File: config.mk
export PLATFORM = sky130hd
export DESIGN_NAME = ipv4_option_tlv_walker
export DESIGN_NICKNAME = d
export VERILOG_FILES = /design/src/hdl/otw_pkg.sv /design/src/hdl/otw_step.sv /design/src/hdl/ipv4_option_tlv_walker.sv
export VERILOG_INCLUDE_DIRS = /design/src /design/src/hdl
export SDC_FILE = /design/constraint.sdc
export NUM_CORES = 1
export LEC_CHECK = 0
export ABC_AREA = 1
export BUFFER_PORTS_ARGS = -buffer_cell sky130_fd_sc_hd__buf_2
export CAP_MARGIN = 20
export CORE_UTILIZATION = 55
export CTS_CLUSTER_DIAMETER = 200
export DETAILED_ROUTE_END_ITERATION = 10
export GPL_TIMING_DRIVEN = 1
export PLACE_DENSITY = 0.73
export SLEW_MARGIN = 20
export SYNTH_ARGS = -nofsm -noshare
export SYNTH_HDL_FRONTEND = slang
export SYNTH_HIERARCHICAL = 1
export SYNTH_SLANG_ARGS = --single-unit
export TNS_END_PERCENT = 1
File: constraint.sdc
create_clock -name clk -period 9.7 [get_ports clk]
set_input_delay 1.94 -clock clk [delete_from_list [all_inputs] [get_ports clk]]
set_output_delay 1.94 -clock clk [all_outputs]
set_load 0.02 [all_outputs]
File: src/hdl/assert_macros.svh
// assertion macros used by the top-level rtl file of the ipv4 option walker
// no dependencies; simulation only, empty bodies under synthesis
`ifndef ASSERT_MACROS_SVH
`define ASSERT_MACROS_SVH

`ifndef SYNTHESIS

// property must hold at every clock edge outside reset
`define OTW_ASSERT(lbl, clk, rstn, prop) \
	lbl: assert property (@(posedge clk) disable iff (!rstn) (prop)) \
		else $error("otw assertion failed");

// expression must never be true outside reset
`define OTW_NEVER(lbl, clk, rstn, expr) \
	lbl: assert property (@(posedge clk) disable iff (!rstn) !(expr)) \
		else $error("otw forbidden condition seen");

`else

`define OTW_ASSERT(lbl, clk, rstn, prop)
`define OTW_NEVER(lbl, clk, rstn, expr)

`endif

`endif

File: src/hdl/otw_pkg.sv
// types and constants for the ipv4 option walker
// used by otw_step and ipv4_option_tlv_walker; no dependencies
`default_nettype none

package otw_pkg;

	localparam int MAX_AREA_BYTES = 40;

	typedef enum logic [1:0] {
		ROLE_TYPE   = 2'd0,
		ROLE_LENGTH = 2'd1,
		ROLE_DATA   = 2'd2,
		ROLE_NONE   = 2'd3
	} role_t;

	typedef enum logic [1:0] {
		STAT_OK        = 2'd0,
		STAT_SHORT_LEN = 2'd1,
		STAT_OVERRUN   = 2'd2
	} status_t;

	typedef struct packed {
		logic [5:0] byte_offset;
		logic [5:0] area_size;
		logic [7:0] current_type;
		logic [5:0] bytes_left;
		logic       expect_length;
		logic [5:0] data_counter;
		logic [5:0] data_size;
		status_t    stop_status;
	} walk_state_t;

	typedef struct packed {
		logic [7:0] option_type;
		role_t      byte_role;
		logic [5:0] data_index;
		logic [5:0] data_size;
		logic       option_end;
		status_t    parse_status;
		logic       area_end;
	} walk_result_t;

endpackage

`default_nettype wire

File: src/hdl/otw_step.sv
// per-byte decision of the option walker: next state and tagged result
// depends on otw_pkg
`default_nettype none

module otw_step (
	input  otw_pkg::walk_state_t  cur_st,
	input  logic [7:0]            data_byte,
	input  logic                  area_start,
	input  logic [5:0]            area_length,
	output otw_pkg::walk_state_t  nxt_st,
	output otw_pkg::walk_result_t res
);
	import otw_pkg::*;

	walk_state_t st;
	logic        last;
	logic [8:0]  span;

	always_comb begin
		st = cur_st;
		if (area_start) begin
			st = '0;
			if ({2'b00, area_length} < 8'(MAX_AREA_BYTES)) begin
				st.area_size = area_length;
			end else begin
				st.area_size = 6'(MAX_AREA_BYTES);
			end
		end

		last = (st.byte_offset + 6'd1) == st.area_size;
		// option end position measured from its type byte one back
		span = {3'b000, st.byte_offset} - 9'd1 + {1'b0, data_byte};

		nxt_st           = st;
		res.option_type  = '0;
		res.byte_role    = ROLE_NONE;
		res.data_index   = '0;
		res.data_size    = '0;
		res.option_end   = 1'b0;
		res.parse_status = st.stop_status;
		res.area_end     = 1'b0;

		if (st.byte_offset < st.area_size) begin
			nxt_st.byte_offset = st.byte_offset + 6'd1;
			res.area_end       = last;
			if (st.stop_status != STAT_OK) begin
				res.byte_role = ROLE_NONE;
			end else if (st.expect_length) begin
				nxt_st.expect_length = 1'b0;
				res.option_type      = st.current_type;
				res.byte_role        = ROLE_LENGTH;
				if (data_byte < 8'd2) begin
					nxt_st.stop_status = STAT_SHORT_LEN;
					res.parse_status   = STAT_SHORT_LEN;
				end else if (span > {3'b000, st.area_size}) begin
					nxt_st.stop_status = STAT_OVERRUN;
					res.parse_status   = STAT_OVERRUN;
				end else begin
					nxt_st.data_size    = 6'(data_byte - 8'd2);
					nxt_st.bytes_left   = 6'(data_byte - 8'd2);
					nxt_st.data_counter = '0;
					res.data_size       = 6'(data_byte - 8'd2);
					res.option_end      = data_byte == 8'd2;
				end
			end else if (st.bytes_left != '0) begin
				nxt_st.data_counter = st.data_counter + 6'd1;
				nxt_st.bytes_left   = st.bytes_left - 6'd1;
				res.option_type     = st.current_type;
				res.byte_role       = ROLE_DATA;
				res.data_index      = st.data_counter;
				res.data_size       = st.data_size;
				res.option_end      = st.bytes_left == 6'd1;
			end else begin
				// type byte
				nxt_st.current_type = data_byte;
				nxt_st.data_size    = '0;
				nxt_st.data_counter = '0;
				res.option_type     = data_byte;
				res.byte_role       = ROLE_TYPE;
				if (data_byte == 8'd0 || data_byte == 8'd1) begin
					res.option_end = 1'b1;
				end else if (last) begin
					nxt_st.stop_status = STAT_OVERRUN;
					res.parse_status   = STAT_OVERRUN;
				end else begin
					nxt_st.expect_length = 1'b1;
				end
			end
		end
	end

endmodule

`default_nettype wire

File: src/hdl/ipv4_option_tlv_walker.sv
// top level of the ipv4 option walker: input register, parse state, result register
// depends on otw_pkg, otw_step and assert_macros.svh
//
// usage
//  s_axis carries one option-area byte per word; tuser flags the first byte of an
//  area, whose tdata also holds the area length (clipped to MAX_AREA_BYTES)
//  m_axis returns one tagged word per input word, in order; tlast marks the
//  last byte of the area, tuser gives the byte role
//  a word accepted on s_axis passes the input register, then the result register, to m_axis
//  throughput: one word per cycle while m_axis does not stall; the parse state feeds
//  back through one short decision stage, so every such cycle can take a word
//  s_axis_tready stays high while the result register is empty or being taken;
//  when m_axis stalls, one word waits in the input register and one in the
//  result register, then s_axis_tready drops
//  reset clears both stages and the parse state; bytes before the first area
//  start come out tagged not parsed
`default_nettype none

module ipv4_option_tlv_walker (
	input  logic        clk,
	input  logic        arst_n,
	input  logic        s_axis_tvalid,
	output logic        s_axis_tready,
	input  logic [15:0] s_axis_tdata,  // data_byte, area_length, zero pad
	input  logic        s_axis_tuser,  // area_start
	output logic        m_axis_tvalid,
	input  logic        m_axis_tready,
	output logic [23:0] m_axis_tdata,  // option_type, data_index, data_size,
	                                   // option_end, parse_status, zero pad
	output logic [1:0]  m_axis_tuser,  // byte_role
	output logic        m_axis_tlast   // area_end
);
	import otw_pkg::*;

	`include "assert_macros.svh"

	logic         valid_s1;
	logic [7:0]   data_byte_s1;
	logic         area_start_s1;
	logic [5:0]   area_length_s1;
	logic         valid_s2;
	walk_result_t res_s2;
	walk_state_t  st_q;
	walk_state_t  st_next;
	walk_result_t res_next;
	logic         adv_s2;

	assign adv_s2        = valid_s1 && (!valid_s2 || m_axis_tready);
	assign s_axis_tready = !valid_s1 || adv_s2;

	otw_step u_step (
		.cur_st      (st_q),
		.data_byte   (data_byte_s1),
		.area_start  (area_start_s1),
		.area_length (area_length_s1),
		.nxt_st      (st_next),
		.res         (res_next)
	);

	always_ff @(posedge clk or negedge arst_n) begin
		if (!arst_n) begin
			valid_s1 <= 1'b0;
			valid_s2 <= 1'b0;
			st_q     <= '0;
		end else begin
			if (s_axis_tready) begin
				valid_s1 <= s_axis_tvalid;
			end
			if (adv_s2) begin
				valid_s2 <= 1'b1;
				st_q     <= st_next;
			end else if (m_axis_tready) begin
				valid_s2 <= 1'b0;
			end
		end
	end

	always_ff @(posedge clk) begin
		if (s_axis_tready && s_axis_tvalid) begin
			data_byte_s1   <= s_axis_tdata[7:0];
			area_length_s1 <= s_axis_tdata[13:8];
			area_start_s1  <= s_axis_tuser;
		end
		if (adv_s2) begin
			res_s2 <= res_next;
		end
	end

	assign m_axis_tvalid = valid_s2;
	assign m_axis_tdata  = {1'b0, res_s2.parse_status, res_s2.option_end, res_s2.data_size,
		res_s2.data_index, res_s2.option_type};
	assign m_axis_tuser  = res_s2.byte_role;
	assign m_axis_tlast  = res_s2.area_end;

	`OTW_ASSERT(a_offset_in_area, clk, arst_n, st_q.byte_offset <= st_q.area_size)
	`OTW_NEVER(a_stop_while_length, clk, arst_n,
		st_q.stop_status != STAT_OK && st_q.expect_length)
	`OTW_NEVER(a_data_while_length, clk, arst_n, st_q.bytes_left != '0 && st_q.expect_length)
	`OTW_ASSERT(a_left_within_size, clk, arst_n, st_q.bytes_left <= st_q.data_size)
	`OTW_ASSERT(a_unparsed_is_blank, clk, arst_n,
		(valid_s2 && res_s2.byte_role == ROLE_NONE) |->
		(res_s2.option_type == 8'd0 && !res_s2.option_end && res_s2.data_size == 6'd0))

endmodule

`default_nettype wire

---- After elaboration in Yosys (flattened, before gate mapping) ----
Index checks and enable logic that the tools add are counted.
storage, ports and cells
  output and inout port bits .............. 29
  input bits .............................. 21
  bits in registers ....................... 84
cells by class
  bitwise gates (word level) .............. 2
  $add $sub $neg .......................... 6
  order comparisons ....................... 4
  eq/ne operators ......................... 4
  muxes and demuxes ....................... 35
  reductions and logical operators ........ 14
operators with widths
  cell                                                         count
  2-to-1 mux 29 bit                                            2
  2-to-1 mux 41 bit                                            1
  2-to-1 mux 12 bit                                            3
  2-to-1 mux 6 bit                                             6
  2-to-1 mux 8 bit                                             3
  2-to-1 mux 21 bit                                            1
  2-to-1 mux 10 bit                                            2
  2-to-1 mux 7 bit                                             2
  adder 6 x 1 -> 6 bit (second input constant)                 2
  2-to-1 mux 2 bit                                             6
  adder 9 x 8 -> 9 bit                                         1
  greater-than comparator 9 x 6 -> 1 bit                       1
  2-to-1 mux 9 bit                                             1
  == test 8 x 1 -> 1 bit (second input constant)               1
  == test 8 x 2 -> 1 bit (second input constant)               1
  logical NOT 8 bit                                            1
  less-than comparator 8 x 2 -> 1 bit (second input constant)  1
  2-to-1 mux 1 bit                                             7
  subtractor 6 x 1 -> 7 bit (second input constant)            1
  == test 6 x 1 -> 1 bit (second input constant)               1
  == test 6 bit                                                1
  less-than comparator 6 bit                                   1
  less-than comparator 6 bit (second input constant)           1
  nonzero test 6 bit                                           1
  11 further kinds                                             17

---- Logic depth before layout (Yosys ltp) ----
Gate-level depths: netlist (run 1).
  word-level depth ........................ 11
  gate-level depth with buffers ........... 26

---- By module ----
The synthesis (run 1) kept the hierarchy.
modules (own cells, without submodules)
  module                  cells an instance  area each (sq um)  instances  seq. area each (sq um)
  ipv4_option_tlv_walker  231                2974.1             1          2307.2
  otw_step                494                2499.9             1          0.0

---- Worst setup path after synthesis (run 1) ----
Ideal clock, no wire load.
  path kind ............................... input to output
  start ................................... input m_axis_tready
  end ..................................... output s_axis_tready
  arrival time ............................ 2.203 ns
  path buffers ............................ 0
  required time ........................... 7.760 ns
  cell stages on the path ................. 2
  path slack .............................. 5.557 ns
  cells stage by stage .................... inv_2 > nand3_1
between the ends
  word-level cells in the longest chain between the ends .. 3
RTL lines
  element            RTL line                      source
  from (decl)        ipv4_option_tlv_walker.sv:27  input logic m_axis_tready,
  logical OR 1 bit   ipv4_option_tlv_walker.sv:48  assign adv_s2 = valid_s1 && (!valid_s2 || m_axis_tready);
  logical AND 1 bit  ipv4_option_tlv_walker.sv:48
  logical OR 1 bit   ipv4_option_tlv_walker.sv:49  assign s_axis_tready = !valid_s1 || adv_s2;
  to (decl)          ipv4_option_tlv_walker.sv:23  output logic s_axis_tready,
No other way between the ends.

---- Worst setup path after layout (run 1) ----
Ends and elaborated chain as after synthesis.

==> results of run 1 <==
-- layout by cell type (no fill, tap or decap) --
cell type   synthesis  final
ha_1               27     27
clkbuf_8            0      9
buf_2              16     45
a21boi_1            1      1
nor4_1              1      1
xnor2_1             5      5
a21oi_1             6      6
inv_1              85     85
conb_1              1      1
nor3_1              6      6
clkinv_2            0      1
a31o_2              1      1
o21bai_1            2      2
nor2_1             71     71
inv_4               1      1
o21ai_0            23     23
nand2_4             2      2
nand2_1           256    256
nand3_1            69     69
nand4_1             5      5
fa_1                1      1
o22ai_2             1      1
edfxtp_1           41     41
a31oi_1             1      1
dfrtp_1            43     43
inv_2               7      7
xor2_1             17     17
o211ai_2            6      6
buf_4               5      3
nand3_4             1      1
nor2_4              2      2
nor3_4              1      1
o22ai_1             9      9
clkinvlp_4          0      3
or2_2               2      2
nand2_2             4      4
clkbuf_1            0      3
-- metal layers --
| metal | part of all wire | global-route usage | wire [microns] |
|---|---|---|---|
| met1 | 0.44 | 0.318 | 5340 |
| met2 | 0.48 | 0.433 | 5800 |
| met3 | 0.063 | 0.0462 | 765 |
| met4 | 0.024 | 0.111 | 297 |
| met5 | 0 | 0 | 0 |
-- kinds of logic after synthesis --
logic type | synth area share
buffers and inverters | 0.0967
AOI/OAI and AO/OA | 0.0597
and+or+nand+nor | 0.321
other | 0.000685
xor gates and xnor gates | 0.0352
adders and majority gates | 0.0654
DFF | 0.421
-- Yosys cell counts --
master    instances
nand2_1         256
inv_1            85
nor2_1           71
nand3_1          69
dfrtp_1          43
edfxtp_1         41
ha_1             27
o21ai_0          23
xor2_1           17
buf_2            16
o22ai_1           9
inv_2             7
a21oi_1           6
nor3_1            6
o211ai_2          6
buf_4             5
buf_6             5
nand4_1           5
xnor2_1           5
nand2_2           4
nand2_4           2
nor2_4            2
o21bai_1          2
or2_2             2
a21boi_1          1
a31o_2            1
a31oi_1           1
buf_1             1
conb_1            1
fa_1              1
inv_4             1
nand3_4           1
nor3_4            1
nor4_1            1
o22ai_2           1
-- metrics by stage --
stage | std cells | util | cell area (sq um)
2_1_floorplan | 725 | - | 5470
3_3_place_gp | 879 | 0.587 | 5710
3_5_place_dp | 879 | 0.587 | 5710
4_1_cts | 895 | 0.603 | 5870
5_1_grt | 895 | 0.604 | 5870
6_report | 895 | 0.604 | 5870
-- critical path: stages --
cell	delay, ps
buf_2	100
inv_2	60
nand3_1	110
buf_2	190
-- cell type report --
type                       count  share of cell area
clock buffer                  12              0.0230
inverter                      93              0.0599
tap                          133              0.0283
sequential                    84               0.393
multi-input combinational    521               0.449
clock inverter                 4             0.00469
timing repair buffer          48              0.0422
-- power by group through the flow --
stage                     clock (mW)  combinational, mW  sequential (mW)
after floorplan                    0              0.612            0.548
after detailed placement           0              0.795            0.520
after CTS                      0.223              0.800            0.513
after global routing           0.233              0.916            0.524
final                          0.218              0.807            0.513
after global placement             0              0.771            0.518
-- sequential cells by signal, indices dropped and copies added (netlist names) --
name / cells
m_axis_tuser: 2
m_axis_tlast: 1
area_length_s1: 6
data_byte_s1: 8
valid_s1: 1
m_axis_tvalid: 1
area_start_s1: 1
st_q: 41
m_axis_tdata: 23
-- final timing paths --
check | end | slack, ps | cells after the start | start
max in group asynchronous | st_q[10] | 7700 | 1 | arst_n
min | st_q[29] | 480 | 2 | st_q[29]
max | s_axis_tready | 5360 | 4 | m_axis_tready
min in group asynchronous | st_q[27] | 1580 | 1 | arst_n
max reg2reg | st_q[13] | 5510 | 23 | area_start_s1
min reg2reg | st_q[29] | 480 | 2 | st_q[29]
==> out/summary.txt, run 1 <==
Status: finished clean
Worst-path clk slew: 80 ps
Synth Register Bits: 84
Setup TNS: 0 ps
Cell chosen for the clock root: clkbuf_8
Clk sink count: 84
Final hold violations: 0
Port bufs: 46
CTS buffer count: 9
Synth Instances: 725
Pwr Total: 1.54 mW
# setup viols final: 0
Via/cell ratio: 5.34
Switching Fraction: 0.457
Comb pwr share: 0.525
Die area: 10400 sq um
Hold-fix buffer count after cts: 0
Seq. cell area: 2310 sq um
Post-Syn Area per Cell: 7.55 sq um
N_diodes: 0
Die Width: 102 microns
Gpl congestion: 0.949
Psw: 703 uW
Skew-Pair Late Insertion Delay: 370 ps
Crit path launch type: input pin
Total global-route track usage: 0.255
I/O Pins: 50
Total grt overflow: 0
Area delta synth->final: 7.29%
Post-synthesis instance area: 5470 sq um
# rows: 36
Setup CP Type: in -> out
Yosys synthesis warning count: 6
# nets final: 806
Cell taking the most area after synthesis: edfxtp_1
Slew @ Worst Pin: 965 ps
Max-cap viol count: 0
Yosys cell types: 35
Worst slack, placed: 5360 ps
Worst hold path type: reg -> reg
Initial antenna violation count: 0
Core ar.: 9730 sq um
Hold_ws: 477 ps
Required time of the critical path: 7760 ps
PnR worst setup slack: 5360 ps
Routed WL per cell: 13.6 microns
RSZ-0062 raised after global routing: false
Antenna viol nets, final: 0
Crit-path max FO: 3
Crit share post-route: 0.447
Skew final: 12.7 ps
Worst slew margin: 0.356
Count of pins over their slew limit: 0
Routed Wire Length: 12200 microns
Fill count: 891
Max Fclk: 230 MHz
Synth area leaders: edfxtp_1, dfrtp_1, nand2_1, nand3_1, ha_1
PwrDens: 262 nW/um^2
Static leakage: 3.14 nW
Pint: 835 uW
Sequential Power Share: 0.334
Post-CTS Setup Bufs: 0
Share of the synthesized area in the top cell type: 0.225
Global-route wire length before repair: 20500 microns
H-tree lvl count: 3
Vias in the first global route: 4538
Max IR drop VDD: 0.119 mV
Synthesized Nets: 774
TritonCTS clock tree: yes
Share of cells above drive strength 1: 0.117
CTS max path bufs: 2
Final min period: 4340 ps
Crit path DAT: 2400 ps
Largest net degree at the start of global routing: 44
Post-DP HPWL: 8320 microns
Area of the multi-input gates: 2640 sq um
Post-route DRC: 0
1st-pass router iterations: 5
Resized Gates After CTS: 0
Starting DRT DRC Count: 241
Total number of vias: 4781
Starting Density: 0.563
Die Height: 102 microns
Clock share of power: 0.142
Worst Setup End Kind: output port
Sequential area share after synthesis: 0.421
(Power assumes the default switching activity.)
==> inputs of run 2 (changes only) <==
Settings changed: ABC_AREA 1 to 0.
Clock period 9.7 ns to 4.11 ns, I/O delays scaled along.
==> run 2 against run 1 <==
Global-route usage is 0.89 points lower. Count of clock-buffer cells in the layout is 3 lower. Final area is 3.2% higher. Clock power grew to 2.6 times the previous value. Routed wire length is 4.7% lower. Critical path type is now reg -> reg.
==> out/summary.txt, run 2 <==
Crit path DAT: 4170 ps (was 2400 ps)
Worst slew margin: 0.354 (was 0.356)
I/O Pins: 50 (unchanged)
Skew final: 12.8 ps (was 12.7 ps)
Max IR drop VDD: 0.347 mV (was 0.119 mV)
Initial antenna violation count: 0 (unchanged)
WP buf/inv: 3 (unchanged)
Worst Setup End Kind: flip-flop (was output port)
N_diodes: 0 (unchanged)
Synth cell count leaders: nor2_1, dfrtp_1, edfxtp_1 (was nand2_1, inv_1, nor2_1)
Crit-path max FO: 10 (was 3)
Fill count: 753 (was 891)
Slew @ Worst Pin: 964 ps (was 965 ps)
# nets final: 609 (was 806)
Die Height: 101 microns (was 102 microns)
Final min period: 3910 ps
Largest net degree at the start of global routing: 44 (unchanged)
Number of enable flip-flop cells after synthesis: 41 (unchanged)
Total number of vias: 3994 (was 4781)
Share of the synthesized area in the top cell type: 0.229 (was 0.225)
Skew-Pair Late Insertion Delay: 380 ps (was 370 ps)
Starting Density: 0.574 (was 0.563)
Status: finished clean (unchanged)
Synthesized Nets: 552 (was 774)
Max-cap viol count: 0 (unchanged)
CP cell instances: inv_2 > nand2_2 > ha_4 > nor3b_2 > o21ai_1 > ha_1 > buf_4 > xor2_1 > ha_1 > nand3_1 > a21oi_2 > a2111oi_2 > o32ai_2 > o31a_1 > buf_6 > o21ai_1 > o211ai_1 > mux2_4 (was buf_2 > inv_2 > nand3_1 > buf_2)
Worst hold path type: in -> async (was reg -> reg)
Yosys synthesis warning count: 6 (unchanged)
Hold_ws: 443 ps (was 477 ps)
Count of pins over their slew limit: 0 (unchanged)
Starting DRT DRC Count: 285 (was 241)
Post-synthesis instance area: 5380 sq um (was 5470 sq um)
# rows: 35 (was 36)
Crit-path max cell delay: 430 ps (was 190 ps)
Async SR Flop Fraction: 0.512 (unchanged)
Seq. cell area: 2310 sq um (unchanged)
Required time of the critical path: 4370 ps (was 7760 ps)
Setup TNS: 0 ps (unchanged)
Synth area leaders: edfxtp_1, dfrtp_1, mux2_4, ha_1, nor2_1 (was edfxtp_1, dfrtp_1, nand2_1, nand3_1, ha_1)
Worst-path clk slew: 90 ps (was 80 ps)
Die Width: 101 microns (was 102 microns)
Top reg by flops: st_q (unchanged)
CTS max path bufs: 2 (unchanged)
Setup CP Type: reg -> reg (was in -> out)
TritonCTS clock tree: yes (unchanged)
Antenna viol nets, final: 0 (unchanged)
Sequential area share after synthesis: 0.429 (was 0.421)
# setup viols final: 0 (unchanged)
Routed Wire Length: 11600 microns (was 12200 microns)
Global-route wire length before repair: 19100 microns (was 20500 microns)
Post-DP HPWL: 7970 microns (was 8320 microns)
Area delta synth->final: 12.7% (was 7.29%)
Final hold violations: 0 (unchanged)
Pwr Total: 3.74 mW (was 1.54 mW)
Clk sink count: 84 (unchanged)
1st-pass router iterations: 8 (was 5)
Commonest non-fill, non-tap cells in the layout: nor2_1, buf_2, dfrtp_1 (was nand2_1, inv_1, nor2_1)
Cell chosen for the clock root: clkbuf_8 (unchanged)
PwrDens: 618 nW/um^2 (was 262 nW/um^2)
Post-Syn Area per Cell: 10.7 sq um (was 7.55 sq um)
Commonest non-fill, non-tap cell in the layout: nor2_1 (was nand2_1)
Crit path launch type: flip-flop (was input pin)
Post-route cell area: 6060 sq um (was 5870 sq um)
Critical-path top delay cell: edfxtp_1 (was buf_2)
Area of the multi-input gates: 2920 sq um (was 2640 sq um)
Static leakage: 2.70 nW (was 3.14 nW)
Via/cell ratio: 5.76 (was 5.34)
Port bufs: 46 (unchanged)
H-tree lvl count: 3 (unchanged)
Synth Register Bits: 84 (unchanged)
Total grt overflow: 0 (unchanged)
Cell taking the most area after synthesis: edfxtp_1 (unchanged)
Gpl congestion: 0.916 (was 0.949)
Post-route DRC: 0 (unchanged)
Most frequent cell after synthesis: nor2_1 (was nand2_1)
Crit path max-delay family: compound AO/OA/AOI/OAI gates (was buffers and inverters)
Synth Instances: 503 (was 725)
Vias in the first global route: 3930 (was 4538)
Max Fclk: 256 MHz
Total global-route track usage: 0.246 (was 0.255)
Cell area after placement: 5760 sq um (was 5710 sq um)
Crit share post-route: 0.950
Final design utilization: 0.647 (was 0.604)
Yosys cell types: 65 (was 35)
Top FF cell, synth: dfrtp_1 (unchanged)
Share of cells above drive strength 1: 0.288 (was 0.117)
Max reg flops: 41 (unchanged)
CTS buffer count: 9 (unchanged)
Routed WL per cell: 16.8 microns (was 13.6 microns)
Die area: 10200 sq um (was 10400 sq um)
Core ar.: 9370 sq um (was 9730 sq um)
[run 2: cell types whose count changed after synthesis, moves of 8 or more]
| cell | before | now |
|---|---|---|
| nand2_1 | 256 | 38 |
| inv_1 | 85 | 21 |
| nand3_1 | 69 | 18 |
| mux2_4 | 0 | 39 |
| nor2_1 | 71 | 47 |
| nor2b_1 | 0 | 17 |
| nand2b_1 | 0 | 16 |
| a21oi_1 | 6 | 18 |
| mux2_2 | 0 | 11 |
| buf_2 | 16 | 6 |
| xnor2_1 | 5 | 14 |
| clkbuf_1 | 0 | 8 |
| o22ai_1 | 9 | 1 |
[run 2: repair_timing]
item                                    in CTS  in global routing
endpoints found under the setup margin      23                 26
setup buffers                                0                  5
hold buffers                                 0                  0
resized for setup                            4                 16
pin swaps                                    0                  9
[run 2: through the flow]
stage          cells  worst slack, ps
4_1_cts          689             43.2
5_1_grt          694            -38.2
3_5_place_dp     673            -93.8
2_1_floorplan    503             75.3
3_3_place_gp     673             27.8
6_report         694              204
[run 2: per-layer routing]
metal  GRT usage  up-vias  wire length (microns)
met2       0.417      120                   5770
met5           0        -                      0
met4       0.105        0                    269
li1            -     1898                      -
met1       0.315     1952                   5140
met3      0.0381       24                    449
[run 2: cells by family after synthesis]
group | after synthesis | synth area share
muxes | 57 | 0.145
buffers and inverters | 45 | 0.0421
adders and majority gates | 28 | 0.0666
other | 1 | 0.000697
DFF | 84 | 0.429
xor gates and xnor gates | 26 | 0.0424
and+or+nand+nor | 179 | 0.172
AOI/OAI and AO/OA | 83 | 0.102
[run 2: worst paths after layout]
check                               from        to  slack [ps]  cells after the start
min in group clk                 st_q[5]   st_q[5]         520                      1
max                        area_start_s1  st_q[17]         200                     18
min reg2reg                      st_q[5]   st_q[5]         520                      1
min                               arst_n  st_q[12]         440                      1
max in group asynchronous         arst_n  st_q[36]        3280                      1
max reg2reg                area_start_s1  st_q[17]         200                     18
[run 2: area by class of cell]
class | instances | share of cell area
tap | 129 | 0.0266
sequential | 84 | 0.381
inverter | 22 | 0.0136
clock buffer | 9 | 0.0204
timing repair buffer | 69 | 0.0675
multi-input combinational | 374 | 0.482
clock inverter | 7 | 0.00929
[run 2: worst reg2reg max path, delay by kind of cell (launching register included)]
kind / cells / cell delay [ps]
AND/OR/NAND/NOR: 3 / 380
flip-flops: 1 / 430
buffers and inverters: 3 / 480
adder cells (fa/ha/maj): 3 / 830
XOR/XNOR: 1 / 150
multiplexers: 1 / 270
AO/OA/AOI/OAI: 7 / 1260
[run 2: report_power, final]
| part | switching [mW] | internal, mW |
|---|---|---|
| clock network | 0.339 | 0.226 |
| registers | 0.130 | 1.07 |
| logic | 1.05 | 0.927 |
| total | 1.52 | 2.23 |
==> inputs of run 3 (changes only) <==
Settings changed: ABC_CLOCK_PERIOD_IN_PS set to 4460.
Clock period 4.11 ns to 4.46 ns, I/O delays scaled along.
==> run 3 against run 2 <==
Die area stayed put. Sequential cell count unchanged. Global-route usage is 0.54 points lower. Sequential power down 7%. Hold slack gained 73 ps. Utilization is 1.4 points lower.
==> out/summary.txt, run 3 (same netlist as run 2, synthesis figures left out) <==
CP cell instances: clkinv_1 > buf_4 > nand2_1 > nand3_1 > xnor2_2 > ha_1 > a21oi_1 > nand2_1 > xor2_1 > ha_1 > nand3_1 > a21oi_1 > a2111oi_2 > o32ai_2 > o31a_1 > buf_4 > o21ai_1 > o211ai_1 > mux2_4 (was inv_2 > nand2_2 > ha_4 > nor3b_2 > o21ai_1 > ha_1 > buf_4 > xor2_1 > ha_1 > nand3_1 > a21oi_2 > a2111oi_2 > o32ai_2 > o31a_1 > buf_6 > o21ai_1 > o211ai_1 > mux2_4)
PnR worst setup slack: 299 ps (was 204 ps)
Cell chosen for the clock root: clkbuf_8 (unchanged)
CTS buffer count: 9 (unchanged)
Cell area after placement: 5700 sq um (was 5760 sq um)
Setup CP Type: reg -> reg (unchanged)
Skew final: 12.8 ps (about the same)
Max reg flops: 41 (unchanged)
Crit path DAT: 4410 ps (was 4170 ps)
Max Fclk: 240 MHz (was 256 MHz)
Top reg by flops: st_q (unchanged)
Die Height: 101 microns (unchanged)
Final hold violations: 0 (unchanged)
Post-route cell area: 5930 sq um (was 6060 sq um)
Worst Setup End Kind: flip-flop (unchanged)
Crit share post-route: 0.933 (was 0.950)
Count of pins over their slew limit: 0 (unchanged)
Clk sink count: 84 (unchanged)
Status: finished clean (unchanged)
Worst hold path type: in -> async (unchanged)
Hold_ws: 515 ps (was 443 ps)
Crit-path max cell delay: 380 ps (was 430 ps)
Worst slew margin: 0.333 (was 0.354)
Via/cell ratio: 5.78 (was 5.76)
Share of cells above drive strength 1: 0.252 (was 0.288)
Critical-path top delay cell: o31a_1 (was edfxtp_1)
Met3 wire len: 487 microns (was 449 microns)
Final min period: 4160 ps (was 3910 ps)
Slew @ Worst Pin: 999 ps (was 964 ps)
N_diodes: 0 (unchanged)
H-tree lvl count: 3 (unchanged)
Routed WL per cell: 16.7 microns (was 16.8 microns)
Levels on crit path: 19 (was 18)
CTS max path bufs: 2 (unchanged)
Post-CTS Setup Bufs: 0 (unchanged)
1st-pass router iterations: 5 (was 8)
Largest net degree at the start of global routing: 47 (was 44)
# rows: 35 (unchanged)
Max IR drop VDD: 0.413 mV (was 0.347 mV)
Dpl cells: 665 (was 673)
Uppermost layer routed: met4 (unchanged)
Die Width: 101 microns (unchanged)
PwrDens: 571 nW/um^2 (was 618 nW/um^2)
Gpl congestion: 0.877 (was 0.916)
Total number of vias: 3933 (was 3994)
Worst Reg-to-Reg Cells: 19 (was 18)
Final Instance Count excl. Fillers: 681 (was 694)
Post-route DRC: 0 (unchanged)
Commonest non-fill, non-tap cells in the layout: nor2_1, buf_2, dfrtp_1 (unchanged)
Metal1 wirelength: 4990 microns (was 5140 microns)
Antenna viol nets, final: 0 (unchanged)
Crit path from: area_start_s1 (unchanged)
Worst-path clk slew: 90 ps (about the same)
Commonest non-fill, non-tap cell in the layout: nor2_1 (unchanged)
WP buf/inv: 3 (unchanged)
R2r setup slk: 300 ps (was 200 ps)
Crit path launch type: flip-flop (unchanged)
Setup crit end: st_q[17] (unchanged)
Total grt overflow: 0 (unchanged)
Starting DRT DRC Count: 258 (was 285)
Core ar.: 9370 sq um (unchanged)
Initial antenna violation count: 0 (unchanged)
RSZ-0062 raised after global routing: false
Static leakage: 2.65 nW (was 2.70 nW)
Crit path max-delay family: compound AO/OA/AOI/OAI gates (unchanged)
Routed Wire Length: 11400 microns (was 11600 microns)
Hold-fix buffer count after cts: 0 (unchanged)
TritonCTS clock tree: yes (unchanged)
WL met2: 5720 microns (was 5770 microns)
Final design utilization: 0.633 (was 0.647)
# nets final: 596 (was 609)
Area delta synth->final: 10.4% (was 12.7%)
Crit-path max FO: 9 (was 10)
Starting Density: 0.574 (unchanged)
Max-cap viol count: 0 (unchanged)
I/O Pins: 50 (unchanged)
Required time of the critical path: 4710 ps (was 4370 ps)
R2R Path Start: area_start_s1 (unchanged)
Skew-Pair Late Insertion Delay: 370 ps (was 380 ps)
Pwr Total: 3.39 mW (was 3.74 mW)
Die area: 10200 sq um (unchanged)
Vias in the first global route: 3924 (was 3930)
Total global-route track usage: 0.241 (was 0.246)
Global-route wire length before repair: 18700 microns (was 19100 microns)
Post-DP HPWL: 7780 microns (was 7970 microns)
Worst slack, placed: 44.2 ps (was -93.8 ps)
Setup TNS: 0 ps (unchanged)
Port bufs: 46 (unchanged)
Reg-to-Reg End: st_q[17] (unchanged)
# setup viols final: 0 (unchanged)
## run 3: repair_timing
| item | in CTS | in global routing |
|---|---|---|
| pin swaps | 0 | 0 |
| setup endpoints to repair | 5 | 24 |
| resized for setup | 1 | 5 |
## run 3: where the power goes
part           leakage, nW  internal [mW]  switching (mW)  total, mW
sequential           0.961          0.988           0.136       1.12
clock                0.105          0.280           0.298      0.578
combinational         1.58          0.760           0.922       1.68
total                 2.65           2.03            1.36       3.39
## run 3: per-layer routing
metal / vias to the layer above / global-route usage
li1: 1876 / -
met4: 0 / 0.0825
met5: - / 0
met3: 17 / 0.0499
met2: 129 / 0.416
met1: 1911 / 0.301
## run 3: cell type report
type / count / area (sq um)
Clock inverter: 6 / 71.3
Sequential cell: 84 / 2310
Multi-Input combinational cell: 374 / 2870
Tap cell: 129 / 161
Clock buffer: 10 / 138
Fill cell: 779 / 3440
Timing Repair Buffer: 56 / 308
Inverter: 22 / 82.6
## run 3: worst reg2reg max path, delay by kind of cell, from the launching register on
family | cells | cell delay (ps)
XOR/XNOR | 2 | 380
AND/OR/NAND/NOR | 4 | 510
adder cells (fa/ha/maj) | 2 | 610
AO/OA/AOI/OAI | 7 | 1410
multiplexers | 1 | 270
buffers and inverters | 3 | 530
flip-flops | 1 | 350
## run 3: worst min-delay path by stage
stage,from,end,slack [ps],cells after the start
floorplan,st_q[28],st_q[28],470,1
global placement,st_q[27],st_q[27],490,1
detailed placement,st_q[28],st_q[28],490,1
CTS,st_q[28],st_q[28],510,1
global route,st_q[27],st_q[27],530,1
finish,arst_n,st_q[4],520,1
